===== config.mk =====
export PLATFORM = sky130hd
export DESIGN_NAME = mm_store
export DESIGN_NICKNAME = d
export VERILOG_FILES = /design/src/hw/rtl/mm_pkg.sv /design/src/hw/rtl/mm_store.sv
export SDC_FILE = /design/constraint.sdc
export NUM_CORES = 2
export LEC_CHECK = 0
export ABC_AREA = 1
export BUFFER_PORTS_ARGS = -buffer_cell sky130_fd_sc_hd__buf_2
export CORE_MARGIN = 2
export CORE_UTILIZATION = 30
export CTS_CLUSTER_SIZE = 12
export DETAILED_ROUTE_END_ITERATION = 8
export GPL_ROUTABILITY_DRIVEN = 0
export PLACE_DENSITY = 0.5
export SLEW_MARGIN = 0
export SYNTH_ARGS = -nofsm -noshare
export SYNTH_HDL_FRONTEND = slang
export SYNTH_SLANG_ARGS = --single-unit

===== constraint.sdc =====
create_clock -name clk -period 3.84 [get_ports clk]
set_input_delay 0.384 -clock clk [delete_from_list [all_inputs] [get_ports clk]]
set_output_delay 0.384 -clock clk [all_outputs]
set_load 0.02 [all_outputs]

===== src/hw/rtl/mm_pkg.sv =====
// shared types, constants and helpers for the matrix multiply core
package mm_pkg;

  localparam int MAX_DIM = 8;
  localparam int DIM_CAP = (MAX_DIM < 8) ? MAX_DIM : 8;
  localparam int ADDR_W  = $clog2(MAX_DIM * MAX_DIM);
  localparam int CNT_W   = $clog2(DIM_CAP);
  localparam int FIELD_W = 3;
  localparam int DIM_W   = 4;
  localparam int ELEM_W  = 32;
  localparam int PROD_W  = 2 * ELEM_W;
  localparam int ACC_W   = PROD_W + $clog2(DIM_CAP);
  localparam int FRAC_W  = 16;
  localparam int RND_W   = ACC_W - FRAC_W;

  localparam logic signed [ACC_W-1:0] RND_HALF = ACC_W'(1) <<< (FRAC_W - 1);
  localparam logic [ELEM_W-1:0] SAT_POS = {1'b0, {(ELEM_W-1){1'b1}}};
  localparam logic [ELEM_W-1:0] SAT_NEG = {1'b1, {(ELEM_W-1){1'b0}}};

  localparam logic [1:0] MODE_WR_A    = 2'd0;
  localparam logic [1:0] MODE_WR_B    = 2'd1;
  localparam logic [1:0] MODE_COMPUTE = 2'd2;

  localparam logic [1:0] CFG_ROWS_A    = 2'd0;
  localparam logic [1:0] CFG_INNER_DIM = 2'd1;
  localparam logic [1:0] CFG_COLS_B    = 2'd2;

  typedef enum logic {
    SEQ_IDLE,
    SEQ_RUN
  } seq_state_t;

  typedef struct packed {
    logic               valid;
    logic               first;
    logic               last_k;
    logic               last_elem;
    logic [FIELD_W-1:0] row;
    logic [FIELD_W-1:0] col;
  } mm_tag_t;

  function automatic logic [DIM_W-1:0] eff_dim(input logic [DIM_W-1:0] v);
    logic [DIM_W-1:0] r;
    r = v;
    if (v == '0) r = DIM_W'(1);
    else if (int'(v) > DIM_CAP) r = DIM_W'(DIM_CAP);
    return r;
  endfunction

  function automatic logic [ADDR_W-1:0] mm_addr(input logic [FIELD_W-1:0] r,
                                                input logic [FIELD_W-1:0] c);
    return ADDR_W'(int'(r) * MAX_DIM + int'(c));
  endfunction

endpackage


===== src/hw/rtl/mm_store.sv =====
// element memories for matrices a and b, one write and one registered read each
module mm_store (
  input  logic                      clk,
  input  logic                      wr_a,
  input  logic                      wr_b,
  input  logic [mm_pkg::ADDR_W-1:0] wr_addr,
  input  logic [mm_pkg::ELEM_W-1:0] wr_data,
  input  logic [mm_pkg::ADDR_W-1:0] rd_addr_a,
  input  logic [mm_pkg::ADDR_W-1:0] rd_addr_b,
  output logic [mm_pkg::ELEM_W-1:0] rd_data_a,
  output logic [mm_pkg::ELEM_W-1:0] rd_data_b
);
  import mm_pkg::*;

  logic [ELEM_W-1:0] a_mem [MAX_DIM*MAX_DIM];
  logic [ELEM_W-1:0] b_mem [MAX_DIM*MAX_DIM];

  always_ff @(posedge clk) begin
    if (wr_a) begin
      a_mem[wr_addr] <= wr_data;
    end
    rd_data_a <= a_mem[rd_addr_a];
  end

  always_ff @(posedge clk) begin
    if (wr_b) begin
      b_mem[wr_addr] <= wr_data;
    end
    rd_data_b <= b_mem[rd_addr_b];
  end

endmodule


Yosys cells after proc, flatten, opt, wreduce, memory -nomap -nowiden
Memories as Yosys holds them, arrays and structs flattened. A register that Yosys moved wholly into a read port is not among the register bits. Cells that the tools add are included. W data, S select, Z words.

Register bits after elaboration: 0. Output and inout port bits: 64. RAM bits: 4096. Memories: 2.

Multiplexer cells: 4.

Memory list: a_mem (words 64, width 32, rd ports 1, clocked after Yosys merged registers in 1, wr ports 1, RTL line mm_store.sv:15) `logic [ELEM_W-1:0] a_mem [MAX_DIM*MAX_DIM];`; b_mem (words 64, width 32, rd ports 1, clocked after Yosys merged registers in 1, wr ports 1, RTL line mm_store.sv:16) `logic [ELEM_W-1:0] b_mem [MAX_DIM*MAX_DIM];`.

Operators with widths (number): $mux W1 (4).

Logic depth before layout (Yosys ltp)
Depth after elaboration: 2. Gate-level depth with buffers: 13. Gate-level depth less buffers: 9.

Least setup slack after synthesis
Ideal clock, no wire load.

Kind: in2reg. From: input wr_addr[3] (netlist name). To: memory a_mem[30][0], enable pin. Data required time: 3.379 ns. Stages: 4. Data arrival time: 3.313 ns. Setup slack: 0.066 ns. Setup time: 0.461 ns. Cell sequence: clkbuf_1 > nand3_1 > clkbuf_1 > nor3_1.

RTL lines: from (decl) (RTL line mm_store.sv:6) `input logic [mm_pkg::ADDR_W-1:0] wr_addr,`; to (decl) (RTL line mm_store.sv:15).

Straight into the memory's write port.

Worst setup path in the final report
From: register rd_data_b[11] (netlist name), read port of b_mem. To: output rd_data_b[11] (netlist name).

RTL lines: from (decl) (RTL line mm_store.sv:11) `output logic [mm_pkg::ELEM_W-1:0] rd_data_b`.

No word-level cell between the ends.

==> impl_metrics.toml <==
[setup_path]
cpPeakStageDelay_ns = 0.82
crit_chain = "buf_2"
cp_max_fo = 1
end_kind = "output port"
critPathKind = "reg2out"
rrSetupSlack_ns = 1.80
path_delay_family = "flip-flops"
startpoint_type = "register"
cpMaxStageDelayCell = "dfxtp_1"
r2r_end = "rd_data_a[21]"
worstPathRequired_ns = 3.46
cp_data_arrival_time_ns = 2.15
worstReg2RegStart = "a_mem[48][21]"
reg2reg_depth = 8
path_buf_inv = 1

[synth]
yosys-top-cells-area = "edfxtp_1 (74%), nand3_1 (12%), nand2_1 (10%)"
netlist_instances = 13542
ys_seq_elements = 4160
syn_avg_cell_area_um2 = 12.23
yosysSeqAreaShare_pct = 75.04
synth_fp_nets = 13595
ys_warn_count = 0
syn-cell-area_um2 = 165600
ys_types = 16
yosys.area.top_type = "edfxtp_1"
synth_top_area_share_pct = 74.27

[hold_path]
min_from = "wr_data[25]"
hold_depth = 1
whs_endpoint = "a_mem[6][25]"
hp-class = "in2reg"

[timing]
setup_viol = 0
tightestPinTransition_ns = 1.253
relSlewSlack_pct = 16.46
max_freq_ghz = 0.3944
min_period_over_period_pct = 66.04
rsz0062_at_grt = "no"
fin_setup_tns_ns = 0
slew_violations = 0
final_hold_viol_count = 0
clock_skew_ns = 0.03204
fin_crit_ns = 2.536
fin_ws_ns = 1.304

[drt]
drt-vias-per-instance = 5.088
route.detailed.drc = 0
first_pass_iters = 6
post_drt_wl_per_cell_um = 25.59
ant_nets = 0
wirelength_mm = 543.7
drt-initial-drc-count = 12119
vias = 108116

[floorplan]
ioPinCount = 117
initial_utilization_pct = 30.15
dieHeight_um = 747.0
die_w_um = 747.0
fp-row-count = 272
core_um2 = 549300
die_area_um2 = 558000

[clock_tree]
cts_resized = 0
cts_buffers = 417
cts_tree = "yes"
cts_buffer_depth = 4
clock_latency_ns = 1.02
cts.sinks = 4160
cts.htree.levels = 5
path_clk_slew_ns = 0.06
cts-root-buf = "clkbuf_16"

[placed_design]
portBuffers = 116
pre_cts_ws_ns = 0.4770
hpwl_mm = 296.7
dp_cells = 20507

[cells_and_area]
fin_nets = 13750
final-seq-area_um2 = 124300
fillers = 53970
instances_no_fill = 21250
layout-drive-gt1-share_pct = 9.125
multi_input_area_um2 = 37320
area_delta_synth_final_pct = 14.76
fin_util_pct = 34.60

[global_routing]
grt_pass1_wl_mm = 769.6
grt_usage_pct = 18.77
grt_pass1_vias = 101664
antenna_found_initial = 35
grt_max_degree = 129
overflow = 0

[run]
max_cap_violations = 0

[power_and_ir_drop]
total_leakage_power_nw = 65.53
vdd.ir_drop.worst_mv = 0.3373
p_per_area_nw_per_um2 = 501.6
power.total_mw = 95.34

[run_status]
status = "finished clean"
cells in the mapped netlist (all sizes together):
| cell | n |
|---|---|
| nand2 | 4495 |
| edfxtp | 4096 |
| nand3 | 3813 |
| buf | 731 |
| clkbuf | 183 |
| nor3 | 116 |
| dfxtp | 64 |
| inv | 24 |
| nor2 | 18 |
| nand3b | 2 |
layout by cell type (no fill, tap or decap):
master | netlist | final
inv_4 | 2 | 2
clkinv_16 | 0 | 1
edfxtp_1 | 4096 | 4096
clkbuf_16 | 0 | 421
diode_2 | 0 | 16
clkinvlp_4 | 0 | 2
nand3_1 | 3813 | 3809
buf_2 | 512 | 74
clkinv_8 | 0 | 5
nand3_2 | 0 | 4
dfxtp_1 | 64 | 64
clkbuf_8 | 0 | 29
nor3_2 | 0 | 110
bufinv_16 | 0 | 8
buf_4 | 103 | 363
clkinv_2 | 0 | 27
clkinv_1 | 0 | 53
nor3_1 | 116 | 6
clkbuf_1 | 183 | 137
buf_6 | 21 | 15
nor2_4 | 0 | 18
clkinv_4 | 0 | 1
inv_1 | 10 | 4
inv_8 | 0 | 4
nand2_1 | 4495 | 4495
inv_16 | 0 | 5
buf_8 | 1 | 6
inv_6 | 0 | 10
nand3b_1 | 2 | 2
dlygate4sd3_1 | 0 | 32
inv_2 | 12 | 10
buf_12 | 0 | 160
state kept, by name, indices dropped and copies added (netlist names):
register,count
a_mem,2048
b_mem,2048
rd_data_a,32
rd_data_b,32
metrics by stage:
stage,cell area (um^2),hold slack [ns]
2_1_floorplan,165600,0.4829
3_3_place_gp,177400,0.7373
3_5_place_dp,177400,0.7409
4_1_cts,190000,0.02615
5_1_grt,190000,0.06083
6_report,190100,0.06148
kinds of logic (layout without fill, tap and decap cells):
kind of cell	after synthesis	after routing	share of synthesized area, %
buffers and inverters	938	1369	2.851
DFF	4160	4160	75.04
other	0	16	0
and+or+nand+nor	8444	8444	22.11
worst register-to-register path: stages, from the launching register on:
cell	delay [ns]
edfxtp_1	0.37
nand2_1	0.08
nand3_1	0.08
nand3_1	0.12
nand3_1	0.39
nand3_1	0.40
nand2_1	0.28
nand2_1	0.17
nand2_1	0.06
final cells by class:
cell class,count,share of cell area (%)
Antenna cell,16,0.02107
Inverter,24,0.08821
Tap cell,7261,4.780
Timing Repair Buffer,650,3.619
Multi-Input combinational cell,8444,19.64
Sequential cell,4160,65.39
Clock inverter,108,0.4417
Clock buffer,587,6.024
how the worst max path moves through the flow:
stage / from / cells after the start / slack, ns / end
global route: rd_data_b[10] / 1 / 1.30 / rd_data_b[10]
CTS: rd_data_b[10] / 1 / 1.20 / rd_data_b[10]
floorplan: wr_addr[3] / 4 / 0.07 / a_mem[30][0]
global placement: rd_addr_b[0] / 12 / 0.48 / rd_data_b[27]
detailed placement: rd_addr_b[0] / 12 / 0.48 / rd_data_b[27]
finish: rd_data_b[11] / 1 / 1.30 / rd_data_b[11]
report_power, final:
group          leakage, nW  internal (mW)  switching (mW)
registers             37.4           50.3           0.194
clock network         5.98           21.1            17.1
logic                 22.2           1.58            5.07
layer usage:
layer  GRT usage [%]  part of all wire (%)  vias to the layer above
met5               0                0.0099                        -
met4           5.085                   2.7                       10
met3           2.434                   6.7                      633
met2           30.09                    46                     3824
met1           26.80                    44                    55082
li1                -                     -                    48567
repair_timing:
item	CTS	global route
endpoints found under the setup margin	0	0
hold buffers	32	0
buffers inserted	0	0
hold endpoints to repair	965	0
No activity file was read; power rests on OpenSTA's default activity.
