==> src/hw/rtl/mm_pkg.sv <==
// shared types, constants and helpers for the matrix multiply core
package mm_pkg;

  localparam int MAX_DIM = 8;
  localparam int DIM_CAP = (MAX_DIM < 8) ? MAX_DIM : 8;
  localparam int ADDR_W  = $clog2(MAX_DIM * MAX_DIM);
  localparam int CNT_W   = $clog2(DIM_CAP);
  localparam int FIELD_W = 3;
  localparam int DIM_W   = 4;
  localparam int ELEM_W  = 32;
  localparam int PROD_W  = 2 * ELEM_W;
  localparam int ACC_W   = PROD_W + $clog2(DIM_CAP);
  localparam int FRAC_W  = 16;
  localparam int RND_W   = ACC_W - FRAC_W;

  localparam logic signed [ACC_W-1:0] RND_HALF = ACC_W'(1) <<< (FRAC_W - 1);
  localparam logic [ELEM_W-1:0] SAT_POS = {1'b0, {(ELEM_W-1){1'b1}}};
  localparam logic [ELEM_W-1:0] SAT_NEG = {1'b1, {(ELEM_W-1){1'b0}}};

  localparam logic [1:0] MODE_WR_A    = 2'd0;
  localparam logic [1:0] MODE_WR_B    = 2'd1;
  localparam logic [1:0] MODE_COMPUTE = 2'd2;

  localparam logic [1:0] CFG_ROWS_A    = 2'd0;
  localparam logic [1:0] CFG_INNER_DIM = 2'd1;
  localparam logic [1:0] CFG_COLS_B    = 2'd2;

  typedef enum logic {
    SEQ_IDLE,
    SEQ_RUN
  } seq_state_t;

  typedef struct packed {
    logic               valid;
    logic               first;
    logic               last_k;
    logic               last_elem;
    logic [FIELD_W-1:0] row;
    logic [FIELD_W-1:0] col;
  } mm_tag_t;

  function automatic logic [DIM_W-1:0] eff_dim(input logic [DIM_W-1:0] v);
    logic [DIM_W-1:0] r;
    r = v;
    if (v == '0) r = DIM_W'(1);
    else if (int'(v) > DIM_CAP) r = DIM_W'(DIM_CAP);
    return r;
  endfunction

  function automatic logic [ADDR_W-1:0] mm_addr(input logic [FIELD_W-1:0] r,
                                                input logic [FIELD_W-1:0] c);
    return ADDR_W'(int'(r) * MAX_DIM + int'(c));
  endfunction

endpackage

==> src/hw/rtl/mm_mac.sv <==
// multiply, accumulate, round and saturate pipeline with output register
module mm_mac (
  input  logic                       clk,
  input  logic                       rst_n,
  input  mm_pkg::mm_tag_t            tag,
  input  logic [mm_pkg::ELEM_W-1:0]  a_data,
  input  logic [mm_pkg::ELEM_W-1:0]  b_data,
  output logic                       pipe_busy,
  output logic                       out_valid,
  output logic [mm_pkg::FIELD_W-1:0] out_row,
  output logic [mm_pkg::FIELD_W-1:0] out_col,
  output logic [mm_pkg::ELEM_W-1:0]  out_sum,
  output logic                       out_last
);
  import mm_pkg::*;

  mm_tag_t                   tag1_r, tag2_r;
  logic signed [PROD_W-1:0]  prod_r;
  logic signed [ACC_W-1:0]   acc_r, acc_nxt, acc_rnd;
  logic                      v3_r, v4_r, vo_r;
  logic [FIELD_W-1:0]        row3_r, col3_r, row4_r, col4_r;
  logic                      last3_r, last4_r;
  logic [RND_W-1:0]          rnd_r;
  logic [ELEM_W-1:0]         sum_nxt;
  logic [RND_W-ELEM_W:0]     hi_bits;

  assign acc_nxt = tag2_r.first ? ACC_W'(prod_r) : acc_r + ACC_W'(prod_r);
  assign acc_rnd = acc_r + RND_HALF;
  assign hi_bits = rnd_r[RND_W-1:ELEM_W-1];

  always_comb begin
    sum_nxt = rnd_r[ELEM_W-1:0];
    if (!(&hi_bits) && (|hi_bits)) begin
      sum_nxt = rnd_r[RND_W-1] ? SAT_NEG : SAT_POS;
    end
  end

  always_ff @(posedge clk) begin
    if (!rst_n) begin
      tag1_r <= '0;
      tag2_r <= '0;
      v3_r   <= 1'b0;
      v4_r   <= 1'b0;
      vo_r   <= 1'b0;
    end else begin
      tag1_r <= tag;
      tag2_r <= tag1_r;
      v3_r   <= tag2_r.valid && tag2_r.last_k;
      v4_r   <= v3_r;
      vo_r   <= v4_r;
    end
  end

  always_ff @(posedge clk) begin
    prod_r  <= $signed(a_data) * $signed(b_data);
    if (tag2_r.valid) begin
      acc_r <= acc_nxt;
    end
    row3_r  <= tag2_r.row;
    col3_r  <= tag2_r.col;
    last3_r <= tag2_r.last_elem;
    rnd_r   <= acc_rnd[ACC_W-1:FRAC_W];
    row4_r  <= row3_r;
    col4_r  <= col3_r;
    last4_r <= last3_r;
    out_row <= row4_r;
    out_col <= col4_r;
    out_sum <= sum_nxt;
    out_last <= last4_r;
  end

  assign out_valid = vo_r;
  assign pipe_busy = tag1_r.valid || tag2_r.valid || v3_r || v4_r;

endmodule

==> config.mk <==
export PLATFORM = sky130hd
export DESIGN_NAME = mm_mac
export DESIGN_NICKNAME = d
export VERILOG_FILES = /design/src/hw/rtl/mm_pkg.sv /design/src/hw/rtl/mm_mac.sv
export SDC_FILE = /design/constraint.sdc
export NUM_CORES = 2
export LEC_CHECK = 0
export ABC_AREA = 1
export ABC_CLOCK_PERIOD_IN_PS = 9600
export BUFFER_PORTS_ARGS = -buffer_cell sky130_fd_sc_hd__clkbuf_2
export CORE_ASPECT_RATIO = 1.5
export CORE_UTILIZATION = 61
export CTS_CLUSTER_DIAMETER = 150
export DETAILED_ROUTE_END_ITERATION = 6
export PLACE_DENSITY = 0.87
export SLEW_MARGIN = 0
export SYNTH_ARGS = -nofsm -noshare
export SYNTH_HDL_FRONTEND = slang
export SYNTH_SLANG_ARGS = --single-unit
==> constraint.sdc <==
create_clock -name clk -period 9.6 [get_ports clk]
set_input_delay 0.96 -clock clk [delete_from_list [all_inputs] [get_ports clk]]
set_output_delay 0.96 -clock clk [all_outputs]
set_load 0.05 [all_outputs]
# After elaboration in Yosys (flattened, before gate mapping)
# Index checks and enable logic that the tools add are counted.
[classes]
n_reduce_logical = 8
add_sub_neg = 2
mul = 1
mux = 3
[op_table]
columns = ["cell", "count"]
rows = [
  ["$add 67x17->67 const B", 1],
  ["$add 67x64->67", 1],
  ["$mux 67", 1],
  ["$mul 32x32->64", 1],
  ["$mux 32", 2],
  ["$reduce_and 20->1", 1],
  ["$reduce_or 20->1", 1],
  ["$logic_or 1x1->1", 3],
  ["$logic_and 1x1->1", 2],
  ["$logic_not 1->1", 1],
]
[word_totals]
input_bits = 76
output_inout_bits = 41
word_cells = 42
ff_bits = 258

# Logic depth before layout (Yosys ltp)
[depth]
word_depth = 4
mapped_depth = 32
depth_no_buf = 31

# Worst setup path after synthesis
# No wires, ideal clock.
[synth_path]
path_type = "input -> register"
startpoint = "input port a_data[31] (netlist name)"
endpoint = "register prod_r[54]"
path_stages = 27
required_ps = 9487
setup_time_ps = 113
arrival_ps = 7579
slack_ps = 1908
n_path_buf = 1
path_cell_list = "clkbuf_1 -> nand2_1 -> inv_1 -> fa_1 -> inv_1 -> fa_1 -> inv_1 -> fa_1 -> fa_1 -> inv_1 -> fa_1 -> inv_1 -> fa_1 -> inv_1 -> fa_1 -> inv_1 -> fa_1 -> ha_1 -> nand2_1 -> nor2_1 -> inv_1 -> nor2_1 -> inv_1 -> nor4_1 -> nand2_1 -> nand4_1 -> nand2_1"
[synth_via]
elab_chain_cells = 1
[synth_lines]
columns = ["element", "line_no", "text"]
rows = [
  ["start: declaration", "mm_mac.sv:6", "input logic [mm_pkg::ELEM_W-1:0] a_data,"],
  ["$mul 32x32->64", "mm_mac.sv:55", "prod_r <= $signed(a_data) * $signed(b_data);"],
  ["end signal: assignment", "mm_mac.sv:55", ""],
  ["end: declaration", "mm_mac.sv:18", "logic signed [PROD_W-1:0] prod_r;"],
]
# No other way between the ends.
# A chain may end at the register's enable or synchronous reset.

# Final worst setup path
[layout_path]
startpoint = "input port a_data[31] (netlist name)"
endpoint = "register prod_r[49]"
# The elaborated chain is that of the path after synthesis.

==> impl_metrics.ini <==
[logic_synthesis]
synth.most_common_cell = inv_1
async_flop_share_pct = 0
ys_seq_elements = 258
synthTopCellsByCount = inv_1, nand2_1, fa_1
synth_edf_count = 67
synth.distinct_cells = 47
ys.flop_type = dfxtp_1
synth_top_cell_by_area = fa_1
yosys_warnings = 0
yosysSeqAreaShare_pct = 11.24
synth_top_area_share_pct = 41.76
synth_area_mm2 = 0.05192
syn_nets = 8116
avgSynthCellArea_um2 = 7.743
synthCells = 6706
synth_area_leaders = fa_1, inv_1, nand2_1, dfxtp_1, ha_1

[die]
die_h_um = 359.3
start_util_pct = 61.74
die_w_um = 240.2
io_pins = 117
die-area_mm2 = 0.08631
core.rowCount = 130
core_mm2 = 0.08409

[cells_and_area]
utilization_pct = 64.48
syn2layout_area_growth_pct = 4.439
layout-drive-gt1-share_pct = 3.756
fin_nets = 8075

[clocking]
htreeDepth = 1
cts.sinks = 258
clk_pin_slew_ns = 0.08
postCtsSetupBuffers = 0
cts_buffers = 25
cts-hold-fix-buffers = 0
clk_path_buf_depth = 3
cts_tree = built
clk_latency_ns = 0.60
cts-resized-gates = 0
root_buffer = clkbuf_16

[grt]
grt_pass1_wl_um = 265600
grt_usage_pct = 41.50
overflow = 0
antenna_found_initial = 6
grt_max_degree = 58
grt_pass1_vias = 48794

[drt]
drtPass1Iterations = 7
wl_um = 171500
dr_total_vias = 44024
drtAntennaViolNets = 0
drc = 1
drtIter0Drc = 3533
wl_per_cell_um = 21.96
viasPerCell = 5.638

[outcome]
status = finished with violations
violations = DRC

[worst_setup_path]
cp_max_fo = 32
start_kind = input pin
criticalPathCategory = input pin to register
r2r_slack_ns = 6.11
worstPathRequired_ns = 10.12
rr_endpoint = acc_r[65]$_DFFE_PP_
crit_end = prod_r[49]$_DFF_P_
r2r_start = acc_r[56]$_DFFE_PP_
endpoint_kind = register
ff2ff_path_depth = 12
startpoint = a_data[31]
cp.arrival_ns = 8.82

[place]
numPortBuffers = 116
gp_congestion = 1.055
hpwlAfterDp_um = 139400

[timing]
slew_headroom_pct = 20.65
finClkSkew_ns = 0.04111
tightest_slew_ns = 1.190
setup-tns-final_ns = 0
hold_viol_final = 0
rsz0062_at_grt = no
final_max_slew_viol_count = 0
max_freq_mhz = 120.6
setup_viol = 0
fin_crit_ns = 8.293
post-route-period-util_pct = 86.39

[hold_path]
hold_path_class = register to register

[run]
cap_violations = 0
[metrics by stage]
step	area (um2)	setup WS, ns	instances	hold slack (ns)
3_5_place_dp	53340	0.7777	7760	0.3121
3_3_place_gp	53340	0.8828	7760	0.3095
2_1_floorplan	51920	1.908	6706	0.3096
6_report	54230	1.307	7808	0.3280
5_1_grt	54220	0.8561	7806	0.3342
4_1_cts	54220	1.416	7805	0.3281
[flip-flops by register name, summed over array words and instances, names as in the netlist, 10 cells and up]
name	flops
tag1_r	10
out_sum	32
rnd_r	51
tag2_r	10
prod_r	64
acc_r	67
[metal layers]
layer	wire length, um	track usage, %
met5	59	0
met2	83980	70.30
met1	50990	40.57
met3	15810	10.16
met4	20620	40.28
[area by class of cell]
cell class / instances / area [um2]
fill: 7072 / 29870
tap: 1122 / 1404
multi-input combinational: 4344 / 38190
clock inverter: 17 / 225.2
inverter: 1889 / 7091
clock buffer: 28 / 658.1
timing repair buffer: 147 / 813.3
sequential: 258 / 5838
antenna: 3 / 7.507
[how the worst min path moves through the flow]
| stage | start | to | slack [ns] | cells after the start |
|---|---|---|---|---|
| CTS | col4_r[1]$_DFF_P_ | out_col[1]$_DFF_P_ | 0.33 | 0 |
| floorplan | tag2_r[0]$_SDFF_PN0_ | col3_r[0]$_DFF_P_ | 0.31 | 0 |
| global placement | row4_r[1]$_DFF_P_ | out_row[1]$_DFF_P_ | 0.31 | 0 |
| detailed placement | tag2_r[0]$_SDFF_PN0_ | col3_r[0]$_DFF_P_ | 0.31 | 0 |
| global route | tag2_r[0]$_SDFF_PN0_ | col3_r[0]$_DFF_P_ | 0.33 | 0 |
| finish | row3_r[0]$_DFF_P_ | row4_r[0]$_DFF_P_ | 0.33 | 0 |
[worst max-delay path, stage by stage]
cell,delay (ns)
clkbuf_2,0.57
nand2_1,0.27
inv_1,0.15
fa_1,0.40
inv_1,0.26
fa_1,0.47
inv_1,0.21
fa_1,0.50
fa_1,0.61
inv_1,0.54
fa_1,0.51
inv_1,0.09
fa_1,0.40
fa_1,0.52
fa_1,0.43
ha_1,0.38
nand2_1,0.12
nor2_1,0.11
inv_1,0.09
nor3_1,0.49
nand4_1,0.35
nand3_1,0.21
xor2_1,0.15
[placed cells by master, fill, tap and decap left out, types with 4 or more instances in the layout]
cell	count
xnor2_1	35
nor2_2	5
nand2_2	5
bufinv_16	4
nand3b_1	21
nor2_1	347
a21boi_0	11
nor4_2	4
o31ai_1	5
edfxtp_1	67
nor3_1	32
nor4_1	17
a21o_1	10
xor2_1	86
nor3_2	4
clkbuf_2	116
nor2_4	4
o21ai_0	131
nand2_1	1815
o21bai_1	34
inv_6	4
buf_4	31
clkbuf_16	26
a31oi_1	7
ha_1	251
fa_1	1083
or2_2	20
nand3_1	160
o21a_1	5
and3_1	4
a21oi_1	175
dfxtp_1	189
inv_1	1886
nand4_1	45
o211ai_1	6
[kinds of logic after synthesis]
family	Yosys count	share of synthesized area [%]
AOI/OAI and AO/OA	393	4.210
xor gates and xnor gates	121	2.041
adders and majority gates	1334	47.80
buffers and inverters	2104	15.22
DFF	258	11.24
and+or+nand+nor	2496	19.49
Power is left out: the tool's default activity adds up to more than one toggle a clock period on the data nets, which glitch-free logic cannot reach.
