File: src/hw/rtl/mm_pkg.sv
// shared types, constants and helpers for the matrix multiply core
package mm_pkg;

  localparam int MAX_DIM = 8;
  localparam int DIM_CAP = (MAX_DIM < 8) ? MAX_DIM : 8;
  localparam int ADDR_W  = $clog2(MAX_DIM * MAX_DIM);
  localparam int CNT_W   = $clog2(DIM_CAP);
  localparam int FIELD_W = 3;
  localparam int DIM_W   = 4;
  localparam int ELEM_W  = 32;
  localparam int PROD_W  = 2 * ELEM_W;
  localparam int ACC_W   = PROD_W + $clog2(DIM_CAP);
  localparam int FRAC_W  = 16;
  localparam int RND_W   = ACC_W - FRAC_W;

  localparam logic signed [ACC_W-1:0] RND_HALF = ACC_W'(1) <<< (FRAC_W - 1);
  localparam logic [ELEM_W-1:0] SAT_POS = {1'b0, {(ELEM_W-1){1'b1}}};
  localparam logic [ELEM_W-1:0] SAT_NEG = {1'b1, {(ELEM_W-1){1'b0}}};

  localparam logic [1:0] MODE_WR_A    = 2'd0;
  localparam logic [1:0] MODE_WR_B    = 2'd1;
  localparam logic [1:0] MODE_COMPUTE = 2'd2;

  localparam logic [1:0] CFG_ROWS_A    = 2'd0;
  localparam logic [1:0] CFG_INNER_DIM = 2'd1;
  localparam logic [1:0] CFG_COLS_B    = 2'd2;

  typedef enum logic {
    SEQ_IDLE,
    SEQ_RUN
  } seq_state_t;

  typedef struct packed {
    logic               valid;
    logic               first;
    logic               last_k;
    logic               last_elem;
    logic [FIELD_W-1:0] row;
    logic [FIELD_W-1:0] col;
  } mm_tag_t;

  function automatic logic [DIM_W-1:0] eff_dim(input logic [DIM_W-1:0] v);
    logic [DIM_W-1:0] r;
    r = v;
    if (v == '0) r = DIM_W'(1);
    else if (int'(v) > DIM_CAP) r = DIM_W'(DIM_CAP);
    return r;
  endfunction

  function automatic logic [ADDR_W-1:0] mm_addr(input logic [FIELD_W-1:0] r,
                                                input logic [FIELD_W-1:0] c);
    return ADDR_W'(int'(r) * MAX_DIM + int'(c));
  endfunction

endpackage

File: src/hw/rtl/mm_seq.sv
// index sequencer walking i, j, k and issuing memory reads
module mm_seq (
  input  logic                      clk,
  input  logic                      rst_n,
  input  logic                      go,
  input  logic [mm_pkg::DIM_W-1:0]  rows_a,
  input  logic [mm_pkg::DIM_W-1:0]  inner_dim,
  input  logic [mm_pkg::DIM_W-1:0]  cols_b,
  output logic [mm_pkg::ADDR_W-1:0] rd_addr_a,
  output logic [mm_pkg::ADDR_W-1:0] rd_addr_b,
  output mm_pkg::mm_tag_t           tag,
  output logic                      running
);
  import mm_pkg::*;

  seq_state_t       state_r, state_nxt;
  logic [CNT_W-1:0] i_r, i_nxt, j_r, j_nxt, k_r, k_nxt;
  logic [DIM_W-1:0] nr, nk, nc;
  logic             last_i, last_j, last_k;

  assign nr = eff_dim(rows_a);
  assign nk = eff_dim(inner_dim);
  assign nc = eff_dim(cols_b);

  assign last_i = (DIM_W'(i_r) + DIM_W'(1)) == nr;
  assign last_j = (DIM_W'(j_r) + DIM_W'(1)) == nc;
  assign last_k = (DIM_W'(k_r) + DIM_W'(1)) == nk;

  assign rd_addr_a = mm_addr(FIELD_W'(i_r), FIELD_W'(k_r));
  assign rd_addr_b = mm_addr(FIELD_W'(k_r), FIELD_W'(j_r));
  assign running   = (state_r == SEQ_RUN);

  always_ff @(posedge clk) begin
    if (!rst_n) begin
      state_r <= SEQ_IDLE;
    end else begin
      state_r <= state_nxt;
    end
    i_r <= i_nxt;
    j_r <= j_nxt;
    k_r <= k_nxt;
  end

  always_comb begin
    state_nxt     = state_r;
    i_nxt         = i_r;
    j_nxt         = j_r;
    k_nxt         = k_r;
    tag.valid     = 1'b0;
    tag.first     = (k_r == '0);
    tag.last_k    = last_k;
    tag.last_elem = last_k && last_j && last_i;
    tag.row       = FIELD_W'(i_r);
    tag.col       = FIELD_W'(j_r);
    unique case (state_r)
      SEQ_IDLE: begin
        i_nxt = '0;
        j_nxt = '0;
        k_nxt = '0;
        if (go) begin
          state_nxt = SEQ_RUN;
        end
      end
      SEQ_RUN: begin
        tag.valid = 1'b1;
        k_nxt = k_r + CNT_W'(1);
        if (last_k) begin
          k_nxt = '0;
          j_nxt = j_r + CNT_W'(1);
          if (last_j) begin
            j_nxt = '0;
            i_nxt = i_r + CNT_W'(1);
            if (last_i) begin
              state_nxt = SEQ_IDLE;
            end
          end
        end
      end
      default: state_nxt = SEQ_IDLE;
    endcase
  end

endmodule

File: config.mk
export PLATFORM = sky130hd
export DESIGN_NAME = mm_seq
export DESIGN_NICKNAME = d
export VERILOG_FILES = /design/src/hw/rtl/mm_pkg.sv /design/src/hw/rtl/mm_seq.sv
export SDC_FILE = /design/constraint.sdc
export NUM_CORES = 1
export LEC_CHECK = 0
export BUFFER_PORTS_ARGS = -buffer_cell sky130_fd_sc_hd__buf_4
export CAP_MARGIN = 20
export CORE_MARGIN = 4
export CORE_UTILIZATION = 49
export CTS_CLUSTER_DIAMETER = 120
export DETAILED_ROUTE_END_ITERATION = 12
export GPL_TIMING_DRIVEN = 0
export PLACE_DENSITY = 0.8
export SETUP_SLACK_MARGIN = 0.05
export SYNTH_ARGS = -nofsm -noshare
export SYNTH_HDL_FRONTEND = slang
export SYNTH_SLANG_ARGS = --single-unit
File: constraint.sdc
create_clock -name clk -period 4.45 [get_ports clk]
set_input_delay 0.89 -clock clk [delete_from_list [all_inputs] [get_ports clk]]
set_output_delay 0.89 -clock clk [all_outputs]
set_load 0.01 [all_outputs]
## Word level (Yosys, flattened, before mapping)

Cells that the tools add are included.

- Add/subtract/negate cells: 8
- Magnitude comparators: 3
- Eq/ne operators: 5
- Mux-type cells: 20
- Bitwise logic cells: 1
- Reductions and logical operators: 7

Operator list:

| cell | count |
|---|---|
| $mux W4 | 6 |
| $pmux W3 S2 | 3 |
| $mux W3 | 5 |
| $add A3 B1 Y4 const B | 3 |
| $add A6 B3 Y6 | 2 |
| $eq A4 B4 Y1 | 3 |
| $gt A4 B4 Y1 const B | 3 |
| $logic_not A4 Y1 | 3 |
| $add A3 B1 Y3 const B | 3 |
| $mux W1 | 5 |
| $ne A2 B1 Y1 const B | 2 |
| $logic_not A3 Y1 | 1 |
| $logic_and A1 B1 Y1 | 2 |
| $pmux W1 S2 | 1 |
| $reduce_and A2 Y1 | 1 |
| $not A1 Y1 | 1 |

- Register bits after elaboration: 10
- Output and inout bits: 23
- Logic and storage cells: 48

## Longest topological paths before layout

Gate-level depths: netlist of the first run.

- Word-level depth: 8
- Depth in mapped cells: 8
- Gate-level depth less buffers: 8

## Worst setup path before layout of the first run

No wires, ideal clock.

- Path kind: input to output
- Start point: input port rows_a[1] (netlist bit)
- End point: output port tag[6] (netlist bit)
- Arrival: 1.827 ns
- Data required time: 3.560 ns
- Path slack: 1.733 ns
- Stages on the path: 5
- Path buffers: 0
- Cell sequence: o21ba_2 -> or3_1 -> a22oi_1 -> nand3_2 -> nor2_1

RTL lines:

| element | line | RTL |
|---|---|---|
| from (decl) | mm_seq.sv:6 | `input logic [mm_pkg::DIM_W-1:0] rows_a,` |
| to (decl) | mm_seq.sv:11 | `output mm_pkg::mm_tag_t tag,` |

==> results of run 1 <==
## cell families after synthesis
| kind of cell | Yosys count | share of synthesized area [%] |
|---|---|---|
| compound gates | 15 | 14.87 |
| xor+xnor | 6 | 8.194 |
| fa+ha+maj | 4 | 6.070 |
| buf+inv | 17 | 12.75 |
| flops | 10 | 31.56 |
| simple gates | 40 | 26.56 |
## path summary, 6_finish.rpt
path | slack, ns | endpoint | start | cells after the start
max reg2reg | 2.13 | i_r[0] | j_r[0] | 6
min reg2reg | 0.62 | k_r[0] | k_r[0] | 1
min | 0.62 | k_r[0] | k_r[0] | 1
max | 1.27 | tag[6] | j_r[0] | 7
## cells in the final DEF, fill, tap and decap left out, types with 3 or more instances in the layout
| cell | instances |
|---|---|
| or3_1 | 3 |
| nor3_1 | 3 |
| nor2_1 | 11 |
| nand3_1 | 4 |
| o21ai_0 | 3 |
| ha_1 | 4 |
| buf_4 | 48 |
| nand2_1 | 4 |
| xnor2_1 | 5 |
| dfxtp_1 | 4 |
| inv_1 | 6 |
| clkbuf_4 | 3 |
| edfxtp_1 | 6 |
| nand2b_1 | 5 |
## metrics by stage
stage               cells  worst slack, ns
floorplan              92            1.733
global placement      145            1.460
detailed placement    145            1.443
CTS                   149            1.241
global route          149            1.112
finish                149            1.271
## metal layers
layer | track usage [%] | up-vias
met1 | 17.20 | 361
met4 | 2.691 | 0
met2 | 25.87 | 17
met5 | 0 | -
met3 | 5.810 | 0
li1 | - | 398
## critical path: cells and delay by family (launching register included)
kind            cells  cell delay [ns]
simple gates        2             0.21
buf+inv             1             0.12
xor+xnor            1             0.37
fa+ha+maj           1             0.29
flops               1             0.50
compound gates      2             0.52
## sequential cells by signal, summed over array words and instances, names as in the netlist
| signal | count |
|---|---|
| running | 1 |
| k_r | 3 |
| i_r | 3 |
| j_r | 3 |
## power groups by stage
stage / registers [W] / logic, W / clock network, W
2_1_floorplan: 0.000130 / 0.0000785 / 0
3_3_place_gp: 0.000128 / 0.000136 / 0
3_5_place_dp: 0.000129 / 0.000138 / 0
4_1_cts: 0.000127 / 0.000139 / 0.0000627
5_1_grt: 0.000129 / 0.000152 / 0.0000654
6_report: 0.000127 / 0.000137 / 0.0000607
## layout make-up
cell class	count	area [µm²]
clock inverter	1	3.754
tap	16	20.02
fill	129	392.9
clock buffer	3	22.52
sequential	10	260.3
inverter	6	22.52
multi-input combinational	65	459.2
timing repair buffer	37	277.8
buffer	11	82.58
==> implementation parameters, run 1 <==
Parameter                              Value

Pwr
  Share of power burned in combinational logic ... 42.3%
  Lkg Pwr ... 0.5355 nW
  Cell Pwr Density ... between 200 and 300 nW/µm²
  Register share of total power ... about two fifths
  Fraction of power spent switching nets ... 31.53%
  Fraction of power consumed by the clock network ... a little under a fifth
  Int Pwr ... 0.0002224 W
  Sum of internal, switching and leakage power ... 0.0003248 W
  Highest ir drop seen on vdd ... 0.1810 mV
  Switching pwr ... approximately 0.0001 W

Setup path
  Crit path required time ... 3.56 ns
  Ordered cell list for the critical path ... ha_1 > xor3_1 > o22a_1 > a211oi_2 > nand3_2 > nor2_1 > buf_4
  Top fanout value on the critical path ... 7
  Data arrival time at the worst-slack endpoint ... 2.29 ns
  Sort of element at the end of the critical path ... primary output
  Cell with the biggest individual delay on the critical path ... edfxtp_1
  Critical path type ... register to primary output
  Critical Path Start Type ... register
  Delay of the slowest cell on the worst path ... approximately 0.50 ns

Clock network
  CTS tree ... yes
  Maximum buffer depth of the clock tree ... 2
  Clock buffer count from CTS ... 3
  Total of cells resized after clock tree synthesis ... 0
  H-tree levels ... 1
  Buffer count from post-CTS setup fixing ... 0
  Clock transition at the register clock pins on the worst setup and hold paths after CTS ... 0.06 ns
  Worst-skew pair later-pin latency ... 0.26 ns
  Total of hold buffers inserted after clock tree synthesis ... 0
  Library cell used as clock root buffer ... clkbuf_4
  Clock net sink count ... 10

Logic synthesis
  Synthesized area per cell ... 8.962 µm²
  Net count after synthesis ... 111
  Top cells by area in the synthesized netlist ... edfxtp_1 (22%), buf_4 (10%), dfxtp_1 (9.7%), ha_1 (6.1%), xnor2_1 (5.3%)
  Post-synth cell types ... 33
  Post-Synthesis Cell Area ... 824.5 µm²
  Largest area contributor in the synthesized netlist ... edfxtp_1
  Portion of synthesized cell area occupied by the leading cell type ... 21.85%
  Yosys warnings ... 0
  Prevailing post-synth register cell ... edfxtp_1
  Sequential element share of the synthesized area ... 31.56%
  FFs w/ async S/R, synth ... 0%
  Syn Inst Count ... 92
  Leading post-synthesis cells by instance count ... buf_4 (11), nor2_1 (11), edfxtp_1 (6), inv_1 (6)
  Count of flip-flops with a built-in enable after synthesis ... 6
  Register bit count reported by yosys ... 10

STA
  Number of failing setup endpoints in the final timing report ... 0
  Number of hold-slack violations in the final timing report ... 0
  Highest clock rate ... 314.6 MHz
  Fraction of the cycle the final worst path needs ... 71.43%
  Worst slew slack as a fraction of its limit ... 77.81%
  Transition time of the tightest slew-check pin ... 0.3305 ns
  Period minus WS final ... 3.179 ns
  Setup repair after global routing missed its margin ... false
  Post-Route Setup TNS ... 0 ns
  Setup skew after layout ... 0.003880 ns
  Hold slack final ... around 0.62 ns
  Slew Limit Fails ... 0

Drt
  DRC Markers ... 0
  Number of violations reported at the end of detailed-routing iteration 0 ... 9
  DR vias ... slightly below 800
  Via density per instance ... 5.208
  Met3 wire length ... 103 µm
  Routed wire per std cell ... 11.89 µm
  Detailed-routing iteration count for the pre-antenna-repair pass ... 4
  Met2 wire length ... 896 µm
  Wire length reported by the detailed router ... roughly 1800 µm
  M1 wire length ... slightly below 800 µm
  Residual antenna-violating net count after detailed routing ... 0
  Max Used Layer ... met3

Place
  Dpl hpwl ... between 1500 and 2000 µm
  IO buf count ... 37
  Global placer's final weighted congestion ... 0.7498
  Placed instance area ... roughly 1100 µm²

Floorplanning
  Y dimension of the die ... 49.02 µm
  Floorplan row count ... 14
  Die span in x ... 49.02 µm
  Core area ... 1541 µm²
  Initial core utilization ... a little over half
  Ports ... 38
  Total die area ... 2403 µm²

GRT
  Number of antenna violations at the first check in global routing ... 0
  Via count of the first global-routing pass ... 673
  Largest net degree at the start of global routing ... 9
  Wire length of the first global-routing pass ... ~2900 µm
  Gr ovfl total ... 0
  Global routing usage summed across all routing layers ... 14.86%

Finish
  Area overhead of the layout relative to synthesis ... 39.30%
  Share of the core filled with cells in the final layout ... 74.51%
  Ratio of cells with drive above 1 in the final layout ... 42.11%
  Net count reported at finish ... 153
  Number of diodes ... 0
  Area of all placed cells without fillers ... 1149 µm²

Run
  MaxCap Viol Count ... 0

Worst hold path
  Type of the worst min-delay path ... register to register

Status
  Outcome ... complete, no violations
No activity file was read; power rests on OpenSTA's default activity.
==> run 2: changes to the inputs <==
CORE_UTILIZATION = 45   (was 49)
PLACE_DENSITY = 0.74   (was 0.8)
clock period = 3 ns   (was 4.45 ns; I/O delays follow)
==> implementation parameters, run 2 (synthesis results as in run 1) <==
Parameter                              Value

Status
  Outcome ... complete, no violations

Setup path
  Data arrival time at the worst-slack endpoint ... 2.27 ns (-0.02 ns)
  Sort of element at the end of the critical path ... primary output
  Critical path type ... register to primary output
  Top fanout value on the critical path ... 5 (-2)
  Crit path required time ... 2.40 ns (-1.16 ns)
  Critical Path Start Type ... register

GRT
  Largest net degree at the start of global routing ... 9 (unchanged)
  Gr ovfl total ... 0 (unchanged)
  Wire length of the first global-routing pass ... 3105 µm (+8.2%)
  Global routing usage summed across all routing layers ... 15.86% (+0.99 points)
  Via count of the first global-routing pass ... 701 (+4.2%)
  Number of antenna violations at the first check in global routing ... 0 (unchanged)

Drt
  Residual antenna-violating net count after detailed routing ... 0 (unchanged)
  Number of violations reported at the end of detailed-routing iteration 0 ... 9 (unchanged)
  Via density per instance ... 4.876 (-6.4%)
  Routed wire per std cell ... 11.89 µm (about the same)
  DR vias ... 785 (+1.2%)
  Wire length reported by the detailed router ... 1915 µm (+8.1%)
  Detailed-routing iteration count for the pre-antenna-repair pass ... 4 (unchanged)
  DRC Markers ... 0 (unchanged)

Clock network
  Clock net sink count ... 10 (unchanged)
  Maximum buffer depth of the clock tree ... 2 (unchanged)
  Library cell used as clock root buffer ... clkbuf_4
  CTS tree ... yes
  Total of hold buffers inserted after clock tree synthesis ... 0 (unchanged)
  H-tree levels ... 1 (unchanged)
  Clock transition at the register clock pins on the worst setup and hold paths after CTS ... 0.07 ns (about the same)
  Worst-skew pair later-pin latency ... 0.25 ns (about the same)
  Clock buffer count from CTS ... 3 (unchanged)

STA
  Setup skew after layout ... 0.003332 ns (-0.0005478 ns)
  Fraction of the cycle the final worst path needs ... between 90 and 100%
  Number of failing setup endpoints in the final timing report ... 0 (unchanged)
  Worst slew slack as a fraction of its limit ... 75.07% (-2.7 points)
  Number of hold-slack violations in the final timing report ... 0 (unchanged)
  Transition time of the tightest slew-check pin ... 0.3701 ns (+0.03960 ns)
  Post-Route Setup TNS ... 0 ns (unchanged)
  Highest clock rate ... 349.0 MHz
  Period minus WS final ... 2.865 ns
  Slew Limit Fails ... 0 (unchanged)
  Hold slack final ... 0.5982 ns (-0.01803 ns)
  Setup repair after global routing missed its margin ... false
  Final worst-path setup slack ... 0.1347 ns (-1.137 ns)

Finish
  Commonest cells after routing, fill and taps aside ... buf_4 (51), nor2_1 (11), inv_1 (6), edfxtp_1 (6)
  Non-Filler Instances ... 161 (+8.1%)
  Number of diodes ... 0 (unchanged)
  Leading cell type in the layout, fill and taps excluded ... buf_4
  Net count reported at finish ... 156 (+2.0%)
  Area overhead of the layout relative to synthesis ... 44.31%
  Largest registers ... i_r: 3 flops, j_r: 3 flops, k_r: 3 flops
  Share of the core filled with cells in the final layout ... 68.91% (-5.6 points)
  Ratio of cells with drive above 1 in the final layout ... 43.38% (+1.3 points)

Place
  Global placer's final weighted congestion ... 0.7532 (+0.45%)
  Dpl hpwl ... 1536 µm (+1.6%)
  Worst slack, placed ... 0.3610 ns (-1.082 ns)
  Instance count after placement with tap cells included ... 154 (+6.2%)
  IO buf count ... 37 (unchanged)

Floorplanning
  Floorplan row count ... 15 (+1)
  Y dimension of the die ... 50.81 µm (+3.6%)
  Ports ... 38 (unchanged)
  Initial core utilization ... 47.75% (-5.7 points)
  Die span in x ... 50.81 µm (+3.6%)
  Total die area ... 2581 µm² (+7.4%)
  Core area ... 1727 µm² (+12%)

Pwr
  Cell Pwr Density ... 416.5 nW/µm² (+47%)
  Highest ir drop seen on vdd ... 0.2571 mV (+42%)
  Lkg Pwr ... 0.5511 nW (+2.9%)

Run
  MaxCap Viol Count ... 0 (unchanged)

Worst hold path
  Type of the worst min-delay path ... register to register
==> run 2: cell types whose count changed in the layout (fill, tap and decap cells not counted) <==
cell      delta
a211oi_2     -1
a211oi_4     +1
buf_4        +3
==> run 2: layout make-up <==
| type | count | area, µm² |
|---|---|---|
| fill | 160 | 536.8 |
| sequential | 10 | 260.3 |
| inverter | 6 | 22.52 |
| clock inverter | 1 | 3.754 |
| timing repair buffer | 40 | 300.3 |
| clock buffer | 3 | 22.52 |
| buffer | 11 | 82.58 |
| tap | 25 | 31.28 |
| multi-input combinational | 65 | 466.7 |
==> run 2: worst max-delay path, cell delays in order (launching register included) <==
cell and delay, ns:
edfxtp_1 0.46, ha_1 0.28, xor3_1 0.36, o22a_1 0.22, a211oi_4 0.29, nand3_2 0.12, nor2_1 0.14, buf_4 0.14
==> run 2: metal layers <==
metal | global-route usage, % | share of wire (%) | up-vias
li1 | - | - | 403
met1 | 19.96 | 43 | 357
met2 | 26.52 | 50 | 25
met3 | 3.561 | 6.3 | 0
met4 | 5.381 | 0 | 0
met5 | 0 | 0 | -
==> run 2: worst paths after layout <==
check | startpoint | slack [ns] | end | depth (start not counted)
setup / recovery | j_r[0] | 0.13 | tag[6] | 7
hold / removal | k_r[0] | 0.60 | k_r[0] | 1
setup reg to reg | j_r[0] | 0.75 | i_r[1] | 6
hold reg to reg | k_r[0] | 0.60 | k_r[0] | 1
==> run 2: where the power goes <==
| group | total [W] | leakage, nW | internal, W | switching [W] |
|---|---|---|---|---|
| Combinational | 0.000218 | 0.440 | 0.000125 | 0.0000938 |
| Sequential | 0.000187 | 0.0961 | 0.000165 | 0.0000218 |
| Clock | 0.0000906 | 0.0154 | 0.0000478 | 0.0000428 |
==> run 2: metrics by stage <==
stage / power (W) / area [µm²]
final: 0.0004956 / 1190
after global routing: 0.0005312 / 1190
after CTS: 0.0004907 / 1160
after detailed placement: 0.0003971 / 1134
after global placement: 0.0003914 / 1134
after floorplan: 0.0003092 / 824.5
==> run 2: repair_timing <==
action,CTS,global route
resized for setup,0,1
buffers inserted,0,3
setup endpoints to repair,0,1
==> run 3: changes to the inputs <==
MAX_ROUTING_LAYER = met4   (was unset)
==> implementation parameters, run 3 (synthesis results as in run 1) <==
Parameter                              Value

Status
  Outcome ... complete, no violations

Floorplanning
  Total die area ... 2581 µm² (unchanged)
  Ports ... 38 (unchanged)
  Core area ... 1727 µm² (unchanged)
  Die span in x ... 50.81 µm (unchanged)
  Initial core utilization ... 47.75% (unchanged)
  Y dimension of the die ... 50.81 µm (unchanged)
  Floorplan row count ... 15 (unchanged)

Clock network
  CTS tree ... yes
  Clock net sink count ... 10 (unchanged)
  Library cell used as clock root buffer ... clkbuf_4
  Clock transition at the register clock pins on the worst setup and hold paths after CTS ... 0.07 ns (about the same)
  Clock buffer count from CTS ... 3 (unchanged)
  Worst-skew pair later-pin latency ... 0.25 ns (about the same)
  Maximum buffer depth of the clock tree ... 2 (unchanged)
  H-tree levels ... 1 (unchanged)

STA
  Post-Route Setup TNS ... 0 ns (unchanged)
  Slew Limit Fails ... 0 (unchanged)
  Final worst-path setup slack ... 0.1382 ns (+0.003440 ns)
  Hold slack final ... 0.5983 ns (+0.00002800 ns)
  Setup repair after global routing missed its margin ... false
  Number of hold-slack violations in the final timing report ... 0 (unchanged)
  Worst slew slack as a fraction of its limit ... 75.03% (about the same)
  Setup skew after layout ... 0.003759 ns (+0.0004262 ns)
  Number of failing setup endpoints in the final timing report ... 0 (unchanged)
  Highest clock rate ... 349.4 MHz (+0.12%)
  Transition time of the tightest slew-check pin ... 0.3706 ns (+0.0005603 ns)
  Period minus WS final ... 2.862 ns (-0.003440 ns)
  Fraction of the cycle the final worst path needs ... 95.39% (-0.11 points)

Setup path
  Sort of element at the end of the critical path ... primary output
  Top fanout value on the critical path ... 5 (unchanged)
  Data arrival time at the worst-slack endpoint ... 2.26 ns (about the same)
  Crit path required time ... 2.40 ns (about the same)
  Critical Path Start Type ... register
  Critical path type ... register to primary output
  R2r startpoint ... j_r[0]
  CP Launch Point ... j_r[0]

Finish
  Ratio of cells with drive above 1 in the final layout ... 43.38% (unchanged)
  Leading cell type in the layout, fill and taps excluded ... buf_4
  Largest registers ... i_r: 3 flops, j_r: 3 flops, k_r: 3 flops
  Area taken by multi-input logic gates ... 466.7 µm² (unchanged)
  Share of the core filled with cells in the final layout ... 68.91% (unchanged)
  Register area ... 260.3 µm² (unchanged)
  Fillers ... 160 (unchanged)
  Commonest cells after routing, fill and taps aside ... buf_4 (51), nor2_1 (11), inv_1 (6), edfxtp_1 (6)
  Number of diodes ... 0 (unchanged)
  Net count reported at finish ... 156 (unchanged)
  Area overhead of the layout relative to synthesis ... 44.31% (unchanged)

Drt
  Via density per instance ... 4.832 (-0.89%)
  Detailed-routing iteration count for the pre-antenna-repair pass ... 4 (unchanged)
  DR vias ... 778 (-0.89%)
  DRC Markers ... 0 (unchanged)
  Residual antenna-violating net count after detailed routing ... 0 (unchanged)
  Wire length reported by the detailed router ... 1912 µm (-0.16%)
  Number of violations reported at the end of detailed-routing iteration 0 ... 9 (unchanged)
  Routed wire per std cell ... 11.88 µm (-0.16%)

Pwr
  Share of power burned in combinational logic ... 44.1% (about the same)
  Lkg Pwr ... 0.5511 nW (unchanged)
  Highest ir drop seen on vdd ... 0.2566 mV (-0.18%)
  Cell Pwr Density ... 415.9 nW/µm² (-0.14%)
  Switching pwr ... 0.0001577 W (-0.44%)
  Fraction of power spent switching nets ... 31.87% (-0.096 points)
  Fraction of power consumed by the clock network ... 18.2% (about the same)
  Int Pwr ... 0.0003371 W (about the same)
  Register share of total power ... 37.7% (about the same)

GRT
  Largest net degree at the start of global routing ... 9 (unchanged)
  Gr ovfl total ... 0 (unchanged)
  Via count of the first global-routing pass ... 700 (-0.14%)
  Global routing usage summed across all routing layers ... 16.28% (+0.43 points)
  Number of antenna violations at the first check in global routing ... 0 (unchanged)
  Wire length of the first global-routing pass ... 3105 µm (unchanged)

Worst hold path
  HP Start ... k_r[0]
  Type of the worst min-delay path ... register to register

Run
  MaxCap Viol Count ... 0 (unchanged)

Place
  Dpl hpwl ... 1536 µm (unchanged)
  Global placer's final weighted congestion ... 0.7629 (+1.3%)
  Worst slack, placed ... 0.3610 ns (unchanged)
  IO buf count ... 37 (unchanged)
==> run 3: cell counts in the layout (fill, tap and decap cells not counted) <==
Identical to the previous run, type by type.
==> run 3: worst max-delay path, stage by stage (launching register included) <==
cell and delay (ns):
edfxtp_1 0.46, ha_1 0.28, xor3_1 0.36, o22a_1 0.22, a211oi_4 0.29, nand3_2 0.11, nor2_1 0.14, buf_4 0.14
==> run 3: final timing paths <==
check	to	slack, ns	depth (start not counted)
setup / recovery	tag[6]	0.14	7
hold / removal	k_r[0]	0.60	1
setup reg to reg	i_r[1]	0.76	6
hold reg to reg	k_r[0]	0.60	1
==> run 3: layer usage <==
metal	wire, µm	GRT usage [%]	vias to the layer above
met5	0	-	-
met4	6	5.381	0
met3	100	3.264	2
met2	961	26.52	20
met1	843	20.15	353
li1	-	-	403
==> run 3: layout make-up <==
type / count / share of cell area, %
multi-input cells: 65 / 39.22
repair buffers: 40 / 25.24
flip-flops and latches: 10 / 21.87
plain buffers: 11 / 6.940
well taps: 25 / 2.629
clock buffers: 3 / 1.893
inverters: 6 / 1.893
clock inverters: 1 / 0.3155
==> run 3: what timing repair did <==
action / 4_1_cts / 5_1_grt
gates resized for setup: 0 / 1
hold buffers: 0 / 0
buffers inserted: 0 / 3
setup endpoints to repair: 0 / 1
==> run 3: through the flow <==
stage                     std cells  total power [W]  cell area (µm²)
final                           161        0.0004949             1190
after global routing            161        0.0005311             1190
after CTS                       158        0.0004907             1160
after detailed placement        154        0.0003971             1134
after global placement          154        0.0003914             1134
after floorplan                  92        0.0003092            824.5
==> run 3: power groups by stage <==
stage	Sequential, W	Clock (W)	Combinational [W]
4_1_cts	0.000188	0.0000953	0.000207
3_5_place_dp	0.000191	0	0.000206
2_1_floorplan	0.000193	0	0.000116
6_report	0.000186	0.0000902	0.000218
3_3_place_gp	0.000190	0	0.000201
5_1_grt	0.000191	0.000102	0.000239
